==> src/rtl/egcd_pkg.sv <==
`timescale 1ns / 1ps
package egcd_pkg;
	localparam int unsigned WORD_W = 64;
	localparam int unsigned INV_W  = 32;

	typedef enum logic [6:0] {
		ST_IDLE = 7'b0000001,
		ST_INIT = 7'b0000010,
		ST_NORM = 7'b0000100,
		ST_DIV  = 7'b0001000,
		ST_MUL  = 7'b0010000,
		ST_UPD  = 7'b0100000,
		ST_DONE = 7'b1000000
	} state_t;

	typedef struct packed {
		logic start;
		logic busy;
		logic done;
	} div_ctl_t;
endpackage

==> src/rtl/egcd_if.sv <==
`timescale 1ns / 1ps
interface egcd_req_if;
	logic        valid;
	logic        ready;
	logic        func;
	logic [63:0] operand_a;
	logic [63:0] operand_b;
	modport source (output valid, func, operand_a, operand_b, input ready);
	modport sink   (input valid, func, operand_a, operand_b, output ready);
endinterface

interface egcd_rsp_if;
	logic        valid;
	logic        ready;
	logic [63:0] gcd_value;
	logic [63:0] coef_x;
	logic [63:0] coef_y;
	logic [31:0] inverse;
	logic        no_inverse;
	modport source (output valid, gcd_value, coef_x, coef_y, inverse, no_inverse,
		input ready);
	modport sink   (input valid, gcd_value, coef_x, coef_y, inverse, no_inverse,
		output ready);
endinterface

==> src/rtl/egcd_div.sv <==
`timescale 1ns / 1ps
// Restoring divider on magnitudes, one quotient bit per cycle.
module egcd_div import egcd_pkg::*; (
	input  logic              clk,
	input  logic              arst_n,
	input  logic              start,
	input  logic [WORD_W-1:0] dividend,
	input  logic [WORD_W-1:0] divisor,
	output div_ctl_t          ctl,
	output logic [WORD_W-1:0] quo,
	output logic [WORD_W-1:0] rem
);
	localparam int unsigned CW = $clog2(WORD_W + 1);
	logic [WORD_W-1:0] rem_q, quo_q, dvs_q;
	logic [CW-1:0]     cnt_q;
	logic              busy_q, done_q;
	logic [WORD_W:0]   trial;

	assign trial = {rem_q, quo_q[WORD_W-1]} - {1'b0, dvs_q};

	always_ff @(posedge clk or negedge arst_n) begin
		if (!arst_n) begin
			busy_q <= 1'b0;
			done_q <= 1'b0;
			cnt_q  <= '0;
		end else begin
			done_q <= 1'b0;
			if (start) begin
				busy_q <= 1'b1;
				cnt_q  <= CW'(WORD_W);
			end else if (busy_q) begin
				cnt_q <= cnt_q - 1'b1;
				if (cnt_q == CW'(1)) begin
					busy_q <= 1'b0;
					done_q <= 1'b1;
				end
			end
		end
	end

	always_ff @(posedge clk) begin
		if (start) begin
			rem_q <= '0;
			quo_q <= dividend;
			dvs_q <= divisor;
		end else if (busy_q) begin
			if (!trial[WORD_W]) begin
				rem_q <= trial[WORD_W-1:0];
				quo_q <= {quo_q[WORD_W-2:0], 1'b1};
			end else begin
				rem_q <= {rem_q[WORD_W-2:0], quo_q[WORD_W-1]};
				quo_q <= {quo_q[WORD_W-2:0], 1'b0};
			end
		end
	end

	assign ctl = '{start: start, busy: busy_q, done: done_q};
	assign quo = quo_q;
	assign rem = rem_q;
endmodule

==> src/rtl/ext_gcd_modular_inverse.sv <==
`timescale 1ns / 1ps
// Extended gcd / modular inverse engine.
// req channel (sink): func, operand_a, operand_b. rsp channel (source): gcd_value,
// coef_x, coef_y, inverse, no_inverse. A beat moves when valid and ready are high.
// func 0: extended Euclid on signed DATA_WIDTH-bit operands, truncating division.
// func 1: inverse of the low MOD_BITS bits of operand_a modulo 2^MOD_BITS; no_inverse
// is set when the operand is even or zero.
// One request at a time: req.ready is high only while the engine is idle.
// Each Euclid step uses the shared restoring divider, with its start and finish, then a
// six-pass 32x32 coefficient multiply and the update. After the request beat the engine
// runs INIT and then the steps before rsp.valid rises; the next request is taken only
// after the response beat, once the engine is back in IDLE (steps is at most about 93
// for 64-bit operands).
// The result stays in its output register until taken; a stalled receiver holds
// the engine idle-busy and blocks new requests.
// arst_n clears the sequencer and the response valid; no request is in flight after.
module ext_gcd_modular_inverse import egcd_pkg::*; #(
	parameter int unsigned DATA_WIDTH = 64,
	parameter int unsigned MOD_BITS   = 32
) (
	input  logic clk,
	input  logic arst_n,
	egcd_req_if.sink   req,
	egcd_rsp_if.source rsp
);
	localparam int unsigned HALF_W   = WORD_W / 2;
	localparam logic [2:0]  MUL_LAST = 3'd5;

	state_t            st_q;
	logic              mode_q;
	logic [WORD_W-1:0] a_q, b_q, c1x_q, c1y_q, c2x_q, c2y_q;
	logic [WORD_W-1:0] q_q, px_q, py_q;
	logic [WORD_W-1:0] ma, mb, quo, rem;
	logic              div_start, rsp_valid_q;
	logic              sw;
	div_ctl_t          dctl;
	logic [WORD_W-1:0] mmask, modv;
	logic [2:0]        mul_cnt_q;
	logic [HALF_W-1:0] mul_a, mul_b;
	logic [WORD_W-1:0] mul_c, mul_p;

	assign sw = mode_q ? 1'b0 : (DATA_WIDTH < WORD_W);

	function automatic logic [WORD_W-1:0] sx(input logic [WORD_W-1:0] v, input logic en);
		logic [WORD_W-1:0] r;
		r = v;
		if (en) begin
			for (int i = DATA_WIDTH; i < WORD_W; i++) r[i] = v[DATA_WIDTH-1];
		end
		return r;
	endfunction

	assign mmask = (WORD_W'(1) << MOD_BITS) - WORD_W'(1);
	assign modv  = WORD_W'(1) << MOD_BITS;
	assign ma = a_q[WORD_W-1] ? -a_q : a_q;
	assign mb = b_q[WORD_W-1] ? -b_q : b_q;
	assign div_start = (st_q == ST_NORM);

	egcd_div u_div (
		.clk(clk), .arst_n(arst_n), .start(div_start),
		.dividend(mb), .divisor(ma), .ctl(dctl), .quo(quo), .rem(rem)
	);

	// low word of q * c from three half-width products, x passes then y passes
	always_comb begin
		mul_c = (mul_cnt_q > 3'd2) ? c1y_q : c1x_q;
		unique case (mul_cnt_q)
			3'd0, 3'd3: begin
				mul_a = q_q[HALF_W-1:0];
				mul_b = mul_c[HALF_W-1:0];
			end
			3'd1, 3'd4: begin
				mul_a = q_q[HALF_W-1:0];
				mul_b = mul_c[WORD_W-1:HALF_W];
			end
			default: begin
				mul_a = q_q[WORD_W-1:HALF_W];
				mul_b = mul_c[HALF_W-1:0];
			end
		endcase
	end

	assign mul_p = WORD_W'(mul_a) * WORD_W'(mul_b);

	always_ff @(posedge clk or negedge arst_n) begin
		if (!arst_n) begin
			st_q        <= ST_IDLE;
			rsp_valid_q <= 1'b0;
			mul_cnt_q   <= '0;
		end else begin
			unique case (st_q)
				ST_IDLE: if (req.valid) st_q <= ST_INIT;
				ST_INIT: st_q <= (sx(a_q, sw) == '0) ? ST_DONE : ST_NORM;
				ST_NORM: begin
					st_q      <= ST_DIV;
					mul_cnt_q <= '0;
				end
				ST_DIV:  if (dctl.done) st_q <= ST_MUL;
				ST_MUL: begin
					mul_cnt_q <= mul_cnt_q + 3'd1;
					if (mul_cnt_q == MUL_LAST) st_q <= ST_UPD;
				end
				ST_UPD:  st_q <= (rem == '0) ? ST_DONE : ST_NORM;
				ST_DONE: if (!rsp_valid_q) begin
					rsp_valid_q <= 1'b1;
				end else if (rsp.ready) begin
					rsp_valid_q <= 1'b0;
					st_q        <= ST_IDLE;
				end
				default: st_q <= ST_IDLE;
			endcase
		end
	end

	always_ff @(posedge clk) begin
		unique case (st_q)
			ST_IDLE: if (req.valid) begin
				mode_q <= req.func;
				if (req.func) begin
					a_q <= req.operand_a & mmask;
					b_q <= modv;
				end else begin
					a_q <= req.operand_a;
					b_q <= req.operand_b;
				end
				c1x_q <= WORD_W'(1); c1y_q <= '0;
				c2x_q <= '0;         c2y_q <= WORD_W'(1);
			end
			ST_INIT: begin
				a_q <= sx(a_q, sw);
				b_q <= sx(b_q, sw);
			end
			ST_DIV: if (dctl.done) begin
				q_q <= sx((a_q[WORD_W-1] ^ b_q[WORD_W-1]) ? -quo : quo, sw);
			end
			ST_MUL: begin
				priority if (mul_cnt_q == 3'd0)
					px_q <= mul_p;
				else if (mul_cnt_q < 3'd3)
					px_q <= px_q + {mul_p[HALF_W-1:0], {HALF_W{1'b0}}};
				else if (mul_cnt_q == 3'd3)
					py_q <= mul_p;
				else
					py_q <= py_q + {mul_p[HALF_W-1:0], {HALF_W{1'b0}}};
			end
			ST_UPD: begin
				c1x_q <= sx(c2x_q - px_q, sw);
				c1y_q <= sx(c2y_q - py_q, sw);
				c2x_q <= c1x_q;
				c2y_q <= c1y_q;
				b_q   <= a_q;
				a_q   <= sx(b_q[WORD_W-1] ? -rem : rem, sw);
			end
			default: ;
		endcase
	end

	assign req.ready      = (st_q == ST_IDLE);
	assign rsp.valid      = rsp_valid_q;
	assign rsp.gcd_value  = b_q;
	assign rsp.coef_x     = c2x_q;
	assign rsp.coef_y     = c2y_q;
	assign rsp.no_inverse = mode_q && (b_q != WORD_W'(1));
	assign rsp.inverse    = (mode_q && b_q == WORD_W'(1)) ? INV_W'(c2x_q & mmask) : '0;

`ifndef NO_ASSERTIONS
	a_one_job: assert property (@(posedge clk) disable iff (!arst_n)
		rsp.valid |-> !req.ready) else $error("response while accepting");
	a_div_idle: assert property (@(posedge clk) disable iff (!arst_n)
		dctl.busy |-> st_q == ST_DIV) else $error("divider busy out of step");
	a_hold: assert property (@(posedge clk) disable iff (!arst_n)
		rsp.valid && !rsp.ready |=> rsp.valid && $stable(rsp.gcd_value))
		else $error("response dropped");
`endif
endmodule

==> src/flat_wrapper.sv <==
// flat-port wrapper written by rule: the top's interface ports become plain ports
module ext_gcd_modular_inverse_flat import egcd_pkg::*;
#(
	parameter int unsigned DATA_WIDTH = 64,
	parameter int unsigned MOD_BITS   = 32
)
  (clk, arst_n, req_valid, req_func, req_operand_a, req_operand_b, req_ready, rsp_valid, rsp_gcd_value, rsp_coef_x, rsp_coef_y, rsp_inverse, rsp_no_inverse, rsp_ready);
  egcd_req_if req_i ();
  egcd_rsp_if rsp_i ();
  input  logic clk;
  input  logic arst_n;
  input wire logic [$bits(req_i.valid)-1:0] req_valid;
  input wire logic [$bits(req_i.func)-1:0] req_func;
  input wire logic [$bits(req_i.operand_a)-1:0] req_operand_a;
  input wire logic [$bits(req_i.operand_b)-1:0] req_operand_b;
  output wire logic [$bits(req_i.ready)-1:0] req_ready;
  output wire logic [$bits(rsp_i.valid)-1:0] rsp_valid;
  output wire logic [$bits(rsp_i.gcd_value)-1:0] rsp_gcd_value;
  output wire logic [$bits(rsp_i.coef_x)-1:0] rsp_coef_x;
  output wire logic [$bits(rsp_i.coef_y)-1:0] rsp_coef_y;
  output wire logic [$bits(rsp_i.inverse)-1:0] rsp_inverse;
  output wire logic [$bits(rsp_i.no_inverse)-1:0] rsp_no_inverse;
  input wire logic [$bits(rsp_i.ready)-1:0] rsp_ready;
  assign req_i.valid = req_valid;
  assign req_i.func = req_func;
  assign req_i.operand_a = req_operand_a;
  assign req_i.operand_b = req_operand_b;
  assign req_ready = req_i.ready;
  assign rsp_valid = rsp_i.valid;
  assign rsp_gcd_value = rsp_i.gcd_value;
  assign rsp_coef_x = rsp_i.coef_x;
  assign rsp_coef_y = rsp_i.coef_y;
  assign rsp_inverse = rsp_i.inverse;
  assign rsp_no_inverse = rsp_i.no_inverse;
  assign rsp_i.ready = rsp_ready;
  ext_gcd_modular_inverse #(.DATA_WIDTH(DATA_WIDTH), .MOD_BITS(MOD_BITS)) u_core (.clk(clk), .arst_n(arst_n), .req(req_i), .rsp(rsp_i));
endmodule
==> config.mk <==
export PLATFORM = sky130hd
export DESIGN_NAME = ext_gcd_modular_inverse_flat
export DESIGN_NICKNAME = d
export VERILOG_FILES = /design/src/rtl/egcd_pkg.sv /design/src/rtl/egcd_if.sv /design/src/rtl/egcd_div.sv /design/src/rtl/ext_gcd_modular_inverse.sv /design/src/flat_wrapper.sv
export SDC_FILE = /design/constraint.sdc
export NUM_CORES = 2
export LEC_CHECK = 0
export BUFFER_PORTS_ARGS = -buffer_cell sky130_fd_sc_hd__buf_4
export CAP_MARGIN = 40
export CORE_MARGIN = 8
export CORE_UTILIZATION = 50
export DETAILED_ROUTE_END_ITERATION = 8
export PLACE_DENSITY = 0.69
export SLEW_MARGIN = 20
export SYNTH_ARGS = -nofsm -noshare
export SYNTH_HDL_FRONTEND = slang
export SYNTH_SLANG_ARGS = --single-unit
==> constraint.sdc <==
create_clock -name clk -period 10.1 [get_ports clk]
set_clock_uncertainty 0.2 [all_clocks]
set_input_delay 0.505 -clock clk [delete_from_list [all_inputs] [get_ports clk]]
set_output_delay 0.505 -clock clk [all_outputs]
set_load 0.02 [all_outputs]
==> metrics.csv <==
stage,metric,value,unit
worst_setup_path,worstSetupEndpointType,flip-flop,
clock_tree,cts_tree,yes,
clock_tree,htreeDepth,3,
route,wl_met3,29600,µm
sta,drv_slew,0,
route,highest_layer,met5,
worst_setup_path,r2r_end,u_core.px_q[62],
worst_setup_path,cp_common_cell,fa_1,
worst_setup_path,slowest_stage,fa_1,
worst_setup_path,worstPathMaxFanout,14,
yosys,ys.flop_type,edfxtp_1,
global_routing,grt_use_total,0.335,
worst_setup_path,critical_path_buf_inv_count,12,
yosys,synth_area,83500,µm²
sta,fin_ws,0.0923,ns
flow_run,cap_violations,0,
sta,period_share,0.991,
route,m1WireLength,118000,µm
route,dr_wl_met2,142000,µm
yosys,yosysUniqueCellTypes,83,
worst_setup_path,rrSetupSlack,0.09,ns
sta,hold_violations,0,
worst_setup_path,r2r-start,u_core.mul_cnt_q[0],
clock_tree,clock_sinks,789,
route,vias,71526,
yosys,synth_edf_count,705,
clock_tree,cts-buffers-inserted,92,
die,die_y,425,µm
sta,tightest_slew,0.966,ns
placed_design,portBuffers,359,
worst_setup_path,max_stage_delay,0.55,ns
route,ant_nets,0,
route,viasPerCell,5.91,
hold_path,min_path_cells,3,
hold_path,holdCritPathClass,input pin to flip-flop,
global_routing,overflow,0,
cells_and_area,drive_gt1_frac,0.129,
die,ios,360,
worst_setup_path,cp_data_arrival_time,10.28,ns
placed_design,dpl_worst_slack,-0.168,ns
global_routing,grt_pass1_vias,71737,
die,core_area,166000,µm²
die,initial_core_util,0.501,
yosys,netlist_instances,9099,
worst_setup_path,critical-path-top-delay-family,adder cells,
sta,relSlewSlack,0.349,
yosys,post_synth.cell_area_avg,9.17,µm²
cells_and_area,area_growth,16.9,%
status,status,finished clean,
clock_tree,clk_latency,0.71,ns
worst_setup_path,crit_required,10.38,ns
clock_tree,clock_path_buffers,3,
route,drc_errors,0,
global_routing,antenna_found_initial,16,
route,drtIter0Drc,7423,
cells_and_area,fin_nets,11381,
cells_and_area,final_util,0.586,
die,die_area,180000,µm²
route,wl_per_cell,25.7,µm
yosys,ys_ff_latch,789,
placed_design,gp_congestion,1.03,
sta,fmax,99.9,MHz
clock_tree,cts_root_buffer,clkbuf_16,
worst_setup_path,critPathLaunchType,flip-flop,
route,finalWirelength,310000,µm
hold_path,whs_endpoint,u_core.a_q[59],
sta,period_minus_slack,10.01,ns
worst_setup_path,reg2reg_depth,37,
placed_design,hpwl,250000,µm
die,row_count,150,
die,die_w,425,µm
placed_design,post-place-cells,11752,
route,drtPass1Iterations,7,
cells_and_area,fin_cells,12098,
yosys,mappedNetlistNets,10664,
hold_path,min_from,req_operand_a[59],
yosys,seq_area_frac_synth,0.275,
global_routing,grt_max_degree,160,
sta,rsz0062_at_grt,true,
worst_setup_path,worstSetupPathType,flip-flop to flip-flop,
worst_setup_path,worstSetupStartpoint,u_core.mul_cnt_q[0],
clock_tree,clk_pin_slew,0.06,ns
global_routing,grt_pass1_wl,458000,µm
yosys,async_flop_share,0.0253,
yosys,yosysWarnings,0,
sta,final-setup-viol-count,0,
-- layout make-up --
class | count | area, µm²
Clock inverter | 61 | 768
Antenna cell | 1 | 2.50
Tap cell | 2204 | 2760
Sequential cell | 789 | 23000
Timing Repair Buffer | 1073 | 9240
Fill cell | 14370 | 68900
Inverter | 1146 | 4300
Clock buffer | 110 | 2420
Multi-Input combinational cell | 6714 | 55100
-- cell usage in the layout (no fill, tap or decap), types with 34 or more instances in the layout --
cell / instances
mux2i_1: 86
dlygate4sd3_1: 126
a211oi_1: 70
and2_1: 233
nor2_1: 758
clkbuf_16: 97
and3_1: 72
o21bai_1: 70
nand2_1: 1285
nor3_1: 79
buf_4: 865
xnor2_1: 278
inv_1: 1142
nor2b_1: 34
a21o_1: 170
nand4_1: 82
fa_1: 898
xor2_1: 250
o31ai_1: 80
o21a_1: 46
o21ai_1: 60
o21ai_0: 394
edfxtp_1: 705
nand3_1: 103
buf_12: 42
ha_1: 526
or3_1: 61
a21oi_1: 429
nand3b_1: 105
nand2b_1: 76
dfxtp_1: 64
-- cells in the mapped netlist, types with 61 or more instances --
library cell     n  area, µm²
o31ai_1         82        616
nand2_1       1289       4840
nand3b_1       105        788
xor2_1         257       2250
dfxtp_1         64       1280
clkbuf_1       435       1630
nand4_1         82        513
a21o_1         170       1280
o21bai_1        71        533
inv_1         1143       4290
mux2i_1         94        941
nor2_1         771       2890
xnor2_1        284       2490
ha_1           531       6640
nand2b_1        76        475
edfxtp_1       705      21200
nor3_1          80        400
and2_1         233       1460
a21oi_1        434       2170
and3_1          73        457
nand3_1        107        536
a211oi_1        73        548
o21ai_0        412       2060
fa_1           901      18000
or3_1           61        382
-- cell families after synthesis --
kind of cell / Yosys count / synth area share
muxes: 139 / 0.0187
adders and majority gates: 1432 / 0.296
xor gates and xnor gates: 541 / 0.0568
DFF: 789 / 0.275
and+or+nand+nor: 3031 / 0.166
AOI/OAI and AO/OA: 1570 / 0.116
buffers and inverters: 1597 / 0.0718
-- flip-flops by register name, summed over array words and instances (netlist names) --
signal,count
u_core.u_div.rem,64
u_core.rsp.gcd_value,64
u_core.c1y_q,64
u_core.rsp.valid,1
u_core.mode_q,1
u_core.rsp.coef_x,64
u_core.q_q,64
u_core.a_q,64
u_core.u_div.quo,64
u_core.u_div.busy_q,1
u_core.rsp.coef_y,64
u_core.u_div.done_q,1
u_core.c1x_q,64
u_core.u_div.cnt_q,7
u_core.mul_cnt_q,3
u_core.px_q,64
u_core.u_div.dvs_q,64
u_core.st_q,7
u_core.py_q,64
-- worst register-to-register path: cells and delay by family (launching register included) --
kind / cells / cell delay (ns)
multiplexers: 2 / 0.53
adder cells (fa/ha/maj): 10 / 4.31
AO/OA/AOI/OAI: 7 / 1.64
flip-flops: 1 / 0.38
XOR/XNOR: 2 / 0.43
AND/OR/NAND/NOR: 4 / 0.50
buffers and inverters: 12 / 1.81
-- stage by stage --
step                      hold WS, ns  TNS [ns]  instance area [µm²]
after floorplan               0.00941         0                83500
final                          0.0176         0                97500
after CTS                     0.00231         0                96600
after global routing           0.0248    -0.849                97500
after detailed placement        0.252    -0.697                92000
after global placement          0.248  -0.00424                91700
-- how the worst max path moves through the flow --
stage | end | slack, ns | cells past startpoint
after CTS | u_core.px_q[63] | 0.01 | 38
after detailed placement | u_core.py_q[63] | -0.17 | 37
final | u_core.px_q[62] | 0.09 | 37
after global placement | u_core.px_q[61] | -0.004 | 41
after global routing | u_core.px_q[61] | -0.18 | 44
after floorplan | u_core.px_q[63] | 0.04 | 41
-- timing repair --
item	in CTS	in global routing
pin swaps	0	30
hold endpoints to repair	147	0
setup buffers	4	34
cloned	0	5
setup endpoints to repair	11	32
hold buffers	126	0
resized for setup	12	105
-- layer usage --
layer,vias up,GRT usage
li1,31645,-
met1,35373,0.422
met2,3641,0.540
met3,857,0.0739
met4,10,0.180
met5,-,0
Power is not shown: default switching activity piles up to over one toggle a cycle in this logic, so the estimate is an artifact.
